<file path="src/hdl/gsp_pkg.sv">
// ----------------------------------------------------------------------------
// Gaussian spot pixel generator package
// Shared widths, register indexes, latencies and the exponential table builder.
// ----------------------------------------------------------------------------
package gsp_pkg;

   // Q11.12 magnitude of a normalized axis distance and its saturation value
   localparam int QMAG_BITS = 23;
   localparam logic [QMAG_BITS-1:0] QMAG_MAX = {QMAG_BITS{1'b1}};

   // Rounded square in Q.12
   localparam int SQ_BITS = 34;

   // Exponential argument limit, 6.25 in Q4.12
   localparam logic [15:0] ARG_LIMIT = 16'd25600;

   // Cycles through each pipeline section
   localparam int AXIS_LATENCY = 26;
   localparam int LUT_LATENCY  = 4;

   // Configuration register indexes
   typedef enum logic [3:0] {
      CSR_CENTER_COL = 4'd0,
      CSR_CENTER_ROW = 4'd1,
      CSR_SIGMA_COL  = 4'd2,
      CSR_SIGMA_ROW  = 4'd3
   } csr_index_type;

   localparam logic [63:0] ONE_Q30  = 64'd1073741824;
   localparam logic [63:0] HALF_Q30 = 64'd536870912;

   // One table entry: Taylor series of exp(-y) in Q0.30, squared six times
   function automatic logic [7:0] rom_entry(input logic [63:0] y);
      logic [63:0] sum;
      logic [63:0] term;
      logic [63:0] prod;
      logic [63:0] scaled;
      sum  = ONE_Q30;
      term = ONE_Q30;
      for (int n = 1; n <= 8; n++) begin
         prod = (term * y + HALF_Q30) >> 30;
         case (n)
            1: term = prod;
            2: term = prod / 2;
            3: term = prod / 3;
            4: term = prod / 4;
            5: term = prod / 5;
            6: term = prod / 6;
            7: term = prod / 7;
            default: term = prod / 8;
         endcase
         if ((n & 1) != 0) begin
            sum = sum - term;
         end else begin
            sum = sum + term;
         end
      end
      for (int i = 0; i < 6; i++) begin
         sum = (sum * sum + HALF_Q30) >> 30;
      end
      scaled = (64'd255 * sum + HALF_Q30) >> 30;
      return scaled[7:0];
   endfunction

endpackage

</file>
<file path="src/hdl/gsp_axis.sv">
// ----------------------------------------------------------------------------
// Gaussian spot axis unit
// Normalizes one coordinate distance by its sigma with a one-bit-per-stage
// restoring divider, saturates the quotient, then squares and rounds the result to Q.12.
// ----------------------------------------------------------------------------
module gsp_axis (
   input  logic                         clock,
   input  logic [9:0]                   pos,
   input  logic [9:0]                   center,
   input  logic [15:0]                  sigma,
   output logic [gsp_pkg::SQ_BITS-1:0]  sq
);

   localparam int QB = gsp_pkg::QMAG_BITS;

   // Front end: distance, divisor, dividend and saturation check
   logic [9:0]  mag;
   logic [15:0] den;
   logic [28:0] num;
   logic        sat;

   always_comb begin
      mag = (pos >= center) ? (pos - center) : (center - pos);
      den = (sigma == 16'd0) ? 16'd1 : sigma;
      num = {mag, 19'd0} + {14'd0, den[15:1]};
      sat = ({10'd0, num} >= {den, 23'd0});
   end

   // Divider stage registers
   logic [15:0]   rem_ff [QB+1];
   logic [QB-1:0] lo_ff  [QB+1];
   logic [QB-1:0] quo_ff [QB+1];
   logic [15:0]   den_ff [QB+1];
   logic          sat_ff [QB+1];

   logic [15:0]   rem_in [QB];
   logic [QB-1:0] quo_in [QB];

   // One quotient bit per stage
   always_comb begin
      for (int i = 0; i < QB; i++) begin
         logic [16:0] t;
         t = {rem_ff[i], lo_ff[i][QB-1]};
         if (t >= {1'b0, den_ff[i]}) begin
            rem_in[i] = 16'(t - {1'b0, den_ff[i]});
            quo_in[i] = {quo_ff[i][QB-2:0], 1'b1};
         end else begin
            rem_in[i] = t[15:0];
            quo_in[i] = {quo_ff[i][QB-2:0], 1'b0};
         end
      end
   end

   always_ff @(posedge clock) begin
      rem_ff[0] <= {10'd0, num[28:23]};
      lo_ff[0]  <= num[22:0];
      quo_ff[0] <= '0;
      den_ff[0] <= den;
      sat_ff[0] <= sat;
      for (int i = 0; i < QB; i++) begin
         rem_ff[i+1] <= rem_in[i];
         lo_ff[i+1]  <= {lo_ff[i][QB-2:0], 1'b0};
         quo_ff[i+1] <= quo_in[i];
         den_ff[i+1] <= den_ff[i];
         sat_ff[i+1] <= sat_ff[i];
      end
   end

   // Saturate, square, then round to Q.12
   logic [QB-1:0]     qmag_in;
   logic [2*QB-1:0]   prod_ff;
   logic [gsp_pkg::SQ_BITS-1:0] sq_ff;

   assign qmag_in = sat_ff[QB] ? gsp_pkg::QMAG_MAX : quo_ff[QB];

   always_ff @(posedge clock) begin
      prod_ff <= (2*QB)'(qmag_in) * (2*QB)'(qmag_in);
      sq_ff   <= gsp_pkg::SQ_BITS'((prod_ff + (2*QB)'(2048)) >> 12);
   end

   assign sq = sq_ff;

endmodule

</file>
<file path="config.mk">
export PLATFORM = sky130hd
export DESIGN_NAME = gsp_axis
export DESIGN_NICKNAME = d
export VERILOG_FILES = /design/src/hdl/gsp_pkg.sv /design/src/hdl/gsp_axis.sv
export SDC_FILE = /design/constraint.sdc
export NUM_CORES = 2
export LEC_CHECK = 0
export ABC_AREA = 1
export BUFFER_PORTS_ARGS = -buffer_cell sky130_fd_sc_hd__buf_2
export CORE_MARGIN = 2
export CORE_UTILIZATION = 41
export DETAILED_ROUTE_END_ITERATION = 8
export PLACE_DENSITY = 0.52
export SLEW_MARGIN = 40
export SYNTH_ARGS = -nofsm -noshare
export SYNTH_HDL_FRONTEND = slang
export SYNTH_SLANG_ARGS = --single-unit
</file>
<file path="constraint.sdc">
create_clock -name clock -period 8.2 [get_ports clock]
set_input_delay 1.64 -clock clock [delete_from_list [all_inputs] [get_ports clock]]
set_output_delay 1.64 -clock clock [all_outputs]
set_load 0.03 [all_outputs]
</file>
# After elaboration in Yosys (flattened, before gate mapping)
# Memory sizes are Yosys's and may differ from the RTL's.
# Cells that the tools add are included.
[op_classes]
add_sub_neg = 27
multipliers = 1
n_lt_le_gt_ge = 25
muxes = 49
n_reduce_logical = 1
[ops]
columns = ["op", "count"]
rows = [
  ["$ge A17 B16 Y1", 23],
  ["$mux W16", 24],
  ["$sub A16 B16 Y16", 23],
  ["$add A46 B12 Y46 const B", 1],
  ["$mul A23 B23 Y46", 1],
  ["$ge A29 B39 Y1", 1],
  ["$add A29 B15 Y29", 1],
  ["$mux W1", 23],
  ["$mux W23", 1],
  ["$sub A10 B10 Y10", 2],
  ["$logic_not A16 Y1", 1],
  ["$ge A10 B10 Y1", 1],
  ["$mux W10", 1],
]
[totals]
regBits = 80
ram_bits = 1896
inputBits = 37
elab_cells = 110
n_memories = 5
[memory_table]
columns = ["memory", "words", "width", "read_ports", "rd_clocked_by_memory_dff", "write_ports", "line", "source"]
rows = [
  ["lo_ff", 24, 23, 23, 0, 24, "gsp_axis.sv:31", "logic [QB-1:0] lo_ff [QB+1];"],
  ["quo_ff", 24, 23, 24, 0, 24, "gsp_axis.sv:32", "logic [QB-1:0] quo_ff [QB+1];"],
  ["den_ff", 24, 16, 23, 0, 24, "gsp_axis.sv:33", "logic [15:0] den_ff [QB+1];"],
  ["rem_ff", 24, 16, 23, 0, 24, "gsp_axis.sv:30", "logic [15:0] rem_ff [QB+1];"],
  ["sat_ff", 24, 1, 24, 0, 24, "gsp_axis.sv:34", "logic sat_ff [QB+1];"],
]

# Depth between registers and ports, before layout
[logic_depth]
depth_word = 4
depth_mapped = 33

# Worst setup path before layout
# Ideal clock, no wire load.
[synth_timing]
kind = "reg2reg"
start = "memory sat_ff[23][0], in the netlist sat_ff[2][7]"
end = "register prod_ff[41]"
setup_ns = 0.113
t_arrival_ns = 6.285
slack_ns = 1.802
path_stages_with_launch = 27
path_buffers = 3
synth_period_minus_slack_ns = 6.398
cell_sequence = "dfxtp_1 -> buf_6 -> buf_2 -> nor2_1 -> buf_2 -> nor2_1 -> fa_1 -> inv_1 -> fa_1 -> fa_1 -> inv_1 -> fa_1 -> fa_1 -> fa_1 -> inv_1 -> fa_1 -> inv_1 -> ha_1 -> nand2_1 -> nor2_1 -> inv_1 -> nor2_1 -> inv_1 -> nor4_1 -> nand3_1 -> nand4_1 -> nand2_1"
[synth_lines]
columns = ["element", "line", "source"]
rows = [
  ["from (decl)", "gsp_axis.sv:34", ""],
  ["to (signal assigned)", "gsp_axis.sv:77", "prod_ff <= (2*QB)'(qmag_in) * (2*QB)'(qmag_in);"],
  ["to (decl)", "gsp_axis.sv:71", "logic [2*QB-1:0] prod_ff;"],
]

==> summary.md <==
| Metric | Value |
|---|---|
| Slew Limit Fails | `0` |
| Final Setup Violations | `0` |
| Reg2reg setup slack | `about 0.74 ns` |
| Die ar. | `0.1575 mm^2` |
| Core Footprint | `0.1537 mm^2` |
| Detail Route Antenna Nets | `0` |
| Post-synth EDFFs | `0` |
| Gr ovfl total | `0` |
| CTS Sinks | `1105` |
| Most frequent cell after synthesis | `nand2_1` |
| Slowest CP cell | `nor2_2` |
| Num CTS Buffers | `113` |
| Largest net degree at the start of global routing | `20` |
| Clock-pin slew on the worst setup and hold paths | `~0.06 ns` |
| Async SR Flop Fraction | `0%` |
| Hold-fix buffers at CTS | `0` |
| Drt drc | `0` |
| First-pass GRT wire length | `253600 um` |
| CTS Buffer Depth | `3` |
| Layout cells sized above 1 | `between 7 and 8%` |
| Iteration-0 DRC Markers | `around 2400` |
| Synth top cells by count | `nand2_1, inv_1, dfxtp_1` |
| CP max FO | `10` |
| Final period util | `90.97%` |
| Syn Nets | `8445` |
| Most Frequent Cell on Critical Path | `fa_1` |
| Clock Latency Late Sink | `about 0.74 ns` |
| ANT cells | `0` |
| Met3 wire len | `5587 um` |
| Top cell type's share of synthesized area | `34.97%` |
| Die Ht | `between 300 and 400 um` |
| Area grow syn2layout | `10.58%` |
| Setup CP Type | `reg2reg` |
| Final wirelength | `between 150000 and 200000 um` |
| Met2 WL | `between 70000 and 80000 um` |
| Synth area leaders | `dfxtp_1, fa_1, ha_1, nand2_1, inv_1` |
| Worst Path Required | `8.79 ns` |
| Outcome | `finished clean` |
| Starting Density | `41.16%` |
| Vias in the first global route | `47455` |
| Syn Std Cell Area | `roughly 0.063 mm^2` |
| Post-CTS setup buffer count | `0` |
| Synth warn | `0` |
| RD Place Congestion | `between 0.9 and 1` |
| Crit path cell chain | `buf_4 > nor2_2 > inv_1 > nand2_1 > fa_1 > fa_1 > fa_1 > fa_1 > inv_1 > fa_1 > fa_1 > inv_1 > fa_1 > inv_1 > ha_1 > a21oi_1 > o21ai_0 > a21oi_1 > nor2_1 > nor3_1 > nand3_1 > nand2_1 > nand2_1` |
| Setup TNS | `0 ns` |
| CTS tree | `done` |
| Hold Fails Final Rpt | `0` |
| Router iterations before antenna repair | `5` |
| Detailed placement HPWL | `between 100000 and 150000 um` |
| Global-route usage over all layers | `20.17%` |
| Wire per inst | `16.24 um` |
| Crit. End Element | `flip-flop` |
| PortBufs | `70` |
| Die W | `396.8 um` |
| Cts repair resizes | `0` |
| Most common flop cell mapped by yosys | `dfxtp_1` |
| Worst-case clock skew | `0.05034 ns` |
| Max cap viols | `0` |
| Synth unique cells | `61` |
| Vias per inst | `4.756` |
| Post-Synthesis Cells | `7442` |
| Tightest Pin Transition | `approximately 0.81 ns` |
| H-Tree Depth | `3` |
| I/O Pins | `71` |
| Hold crit path type | `reg2reg` |
| Crit path time final | `roughly 7.5 ns` |
| Filler cell count | `about 15000` |
| RSZ-0062 raised after global routing | `no` |
| Clk root buf | `clkbuf_16` |
| Avg Cell Area, Syn | `8.500 um^2` |
| CP startpoint kind | `flip-flop` |
| Post-synth top area cell | `dfxtp_1` |
| Row cnt | `~140` |
| Normalized max-slew margin | `45.67%` |
| Initial antenna violation count | `1` |
| Crit path largest cell delay | `0.55 ns` |
| Max Clock Freq | `roughly 0.13 GHz` |
| Register bit count reported by yosys | `1105` |
| Data arrival, critical path | `8.05 ns` |
| Routed vias | `46098` |
| M1 WL | `roughly 70000 um` |
| Final net count | `roughly 8600` |
| Top layer in use | `met4` |
| Seq/Total Area, Yosys | `34.97%` |
==> worst max-delay path: cells and delay by family, from the launching register on <==
kind / cells / cell delay, ns
adder cells (fa/ha/maj): 8 / 4.08
AND/OR/NAND/NOR: 7 / 1.43
AO/OA/AOI/OAI: 3 / 0.71
flip-flops: 1 / 0.34
buffers and inverters: 5 / 0.78
==> final timing paths <==
path | startpoint | end | cells past startpoint
setup / recovery | sat_ff[2][7] | prod_ff[41] | 23
hold reg to reg | quo_ff[1][124] | quo_ff[1][148] | 0
hold / removal | quo_ff[1][124] | quo_ff[1][148] | 0
setup reg to reg | sat_ff[2][7] | prod_ff[41] | 23
==> through the flow <==
stage	instances	hold WS [ns]	setup slack (ns)	util, %	instance area [um^2]
after floorplan	7442	0.3096	1.802	-	63260
after global placement	9472	0.3101	0.8629	42.74	65690
after detailed placement	9476	0.3121	0.7435	42.77	65730
after CTS	9686	0.2951	0.7382	45.48	69890
after global routing	9692	0.2923	0.3914	45.52	69950
final	9692	0.2835	0.7401	45.52	69950
==> cell usage in the layout, fill, tap and decap left out, types with 33 or more instances in the layout <==
master and instances:
nand2_1 1576, inv_1 1275, dfxtp_1 1105, ha_1 550
nor2_1 523, nand3_1 453, fa_1 416, a21oi_1 358
xor2_1 206, o21ai_0 203, xnor2_1 130, clkbuf_16 114
buf_2 70, nand3b_1 58, nand2_4 43, nand2_2 40
buf_4 37, a21o_1 33
==> final cells by class <==
class / count / area [um^2] / share of cell area (%)
multi-input combinational: 4928 / 35570 / 50.84
sequential: 1105 / 22120 / 31.62
inverter: 1292 / 4850 / 6.933
clock buffer: 147 / 3107 / 4.441
tap: 2044 / 2557 / 3.656
clock inverter: 63 / 1056 / 1.510
timing repair buffer: 113 / 695.7 / 0.9945
==> flip-flops by register name (all words and copies together) (netlist names) <==
register,flops
den_ff,368
rem_ff,358
quo_ff,276
prod_ff,35
sq,34
sat_ff,24
lo_ff,10
==> per-layer routing <==
metal | track usage (%) | vias up
met4 | 7.251 | 0
met5 | 0 | -
met1 | 25.76 | 21478
met3 | 2.563 | 273
met2 | 34.84 | 842
li1 | - | 23505
==> logic make-up (layout without fill, tap and decap cells) <==
kind of cell | count (synthesis) | count (layout) | share of synthesized area [%]
flip-flops | 1105 | 1105 | 34.97
AND/OR/NAND/NOR | 2839 | 2839 | 19.70
buffers and inverters | 1409 | 1615 | 8.825
adder cells (fa/ha/maj) | 966 | 966 | 24.04
AO/OA/AOI/OAI | 787 | 787 | 7.813
XOR/XNOR | 336 | 336 | 4.652
Power is left out: the tool's default activity adds up to more than one toggle a clock period on the data nets, which glitch-free logic cannot reach.
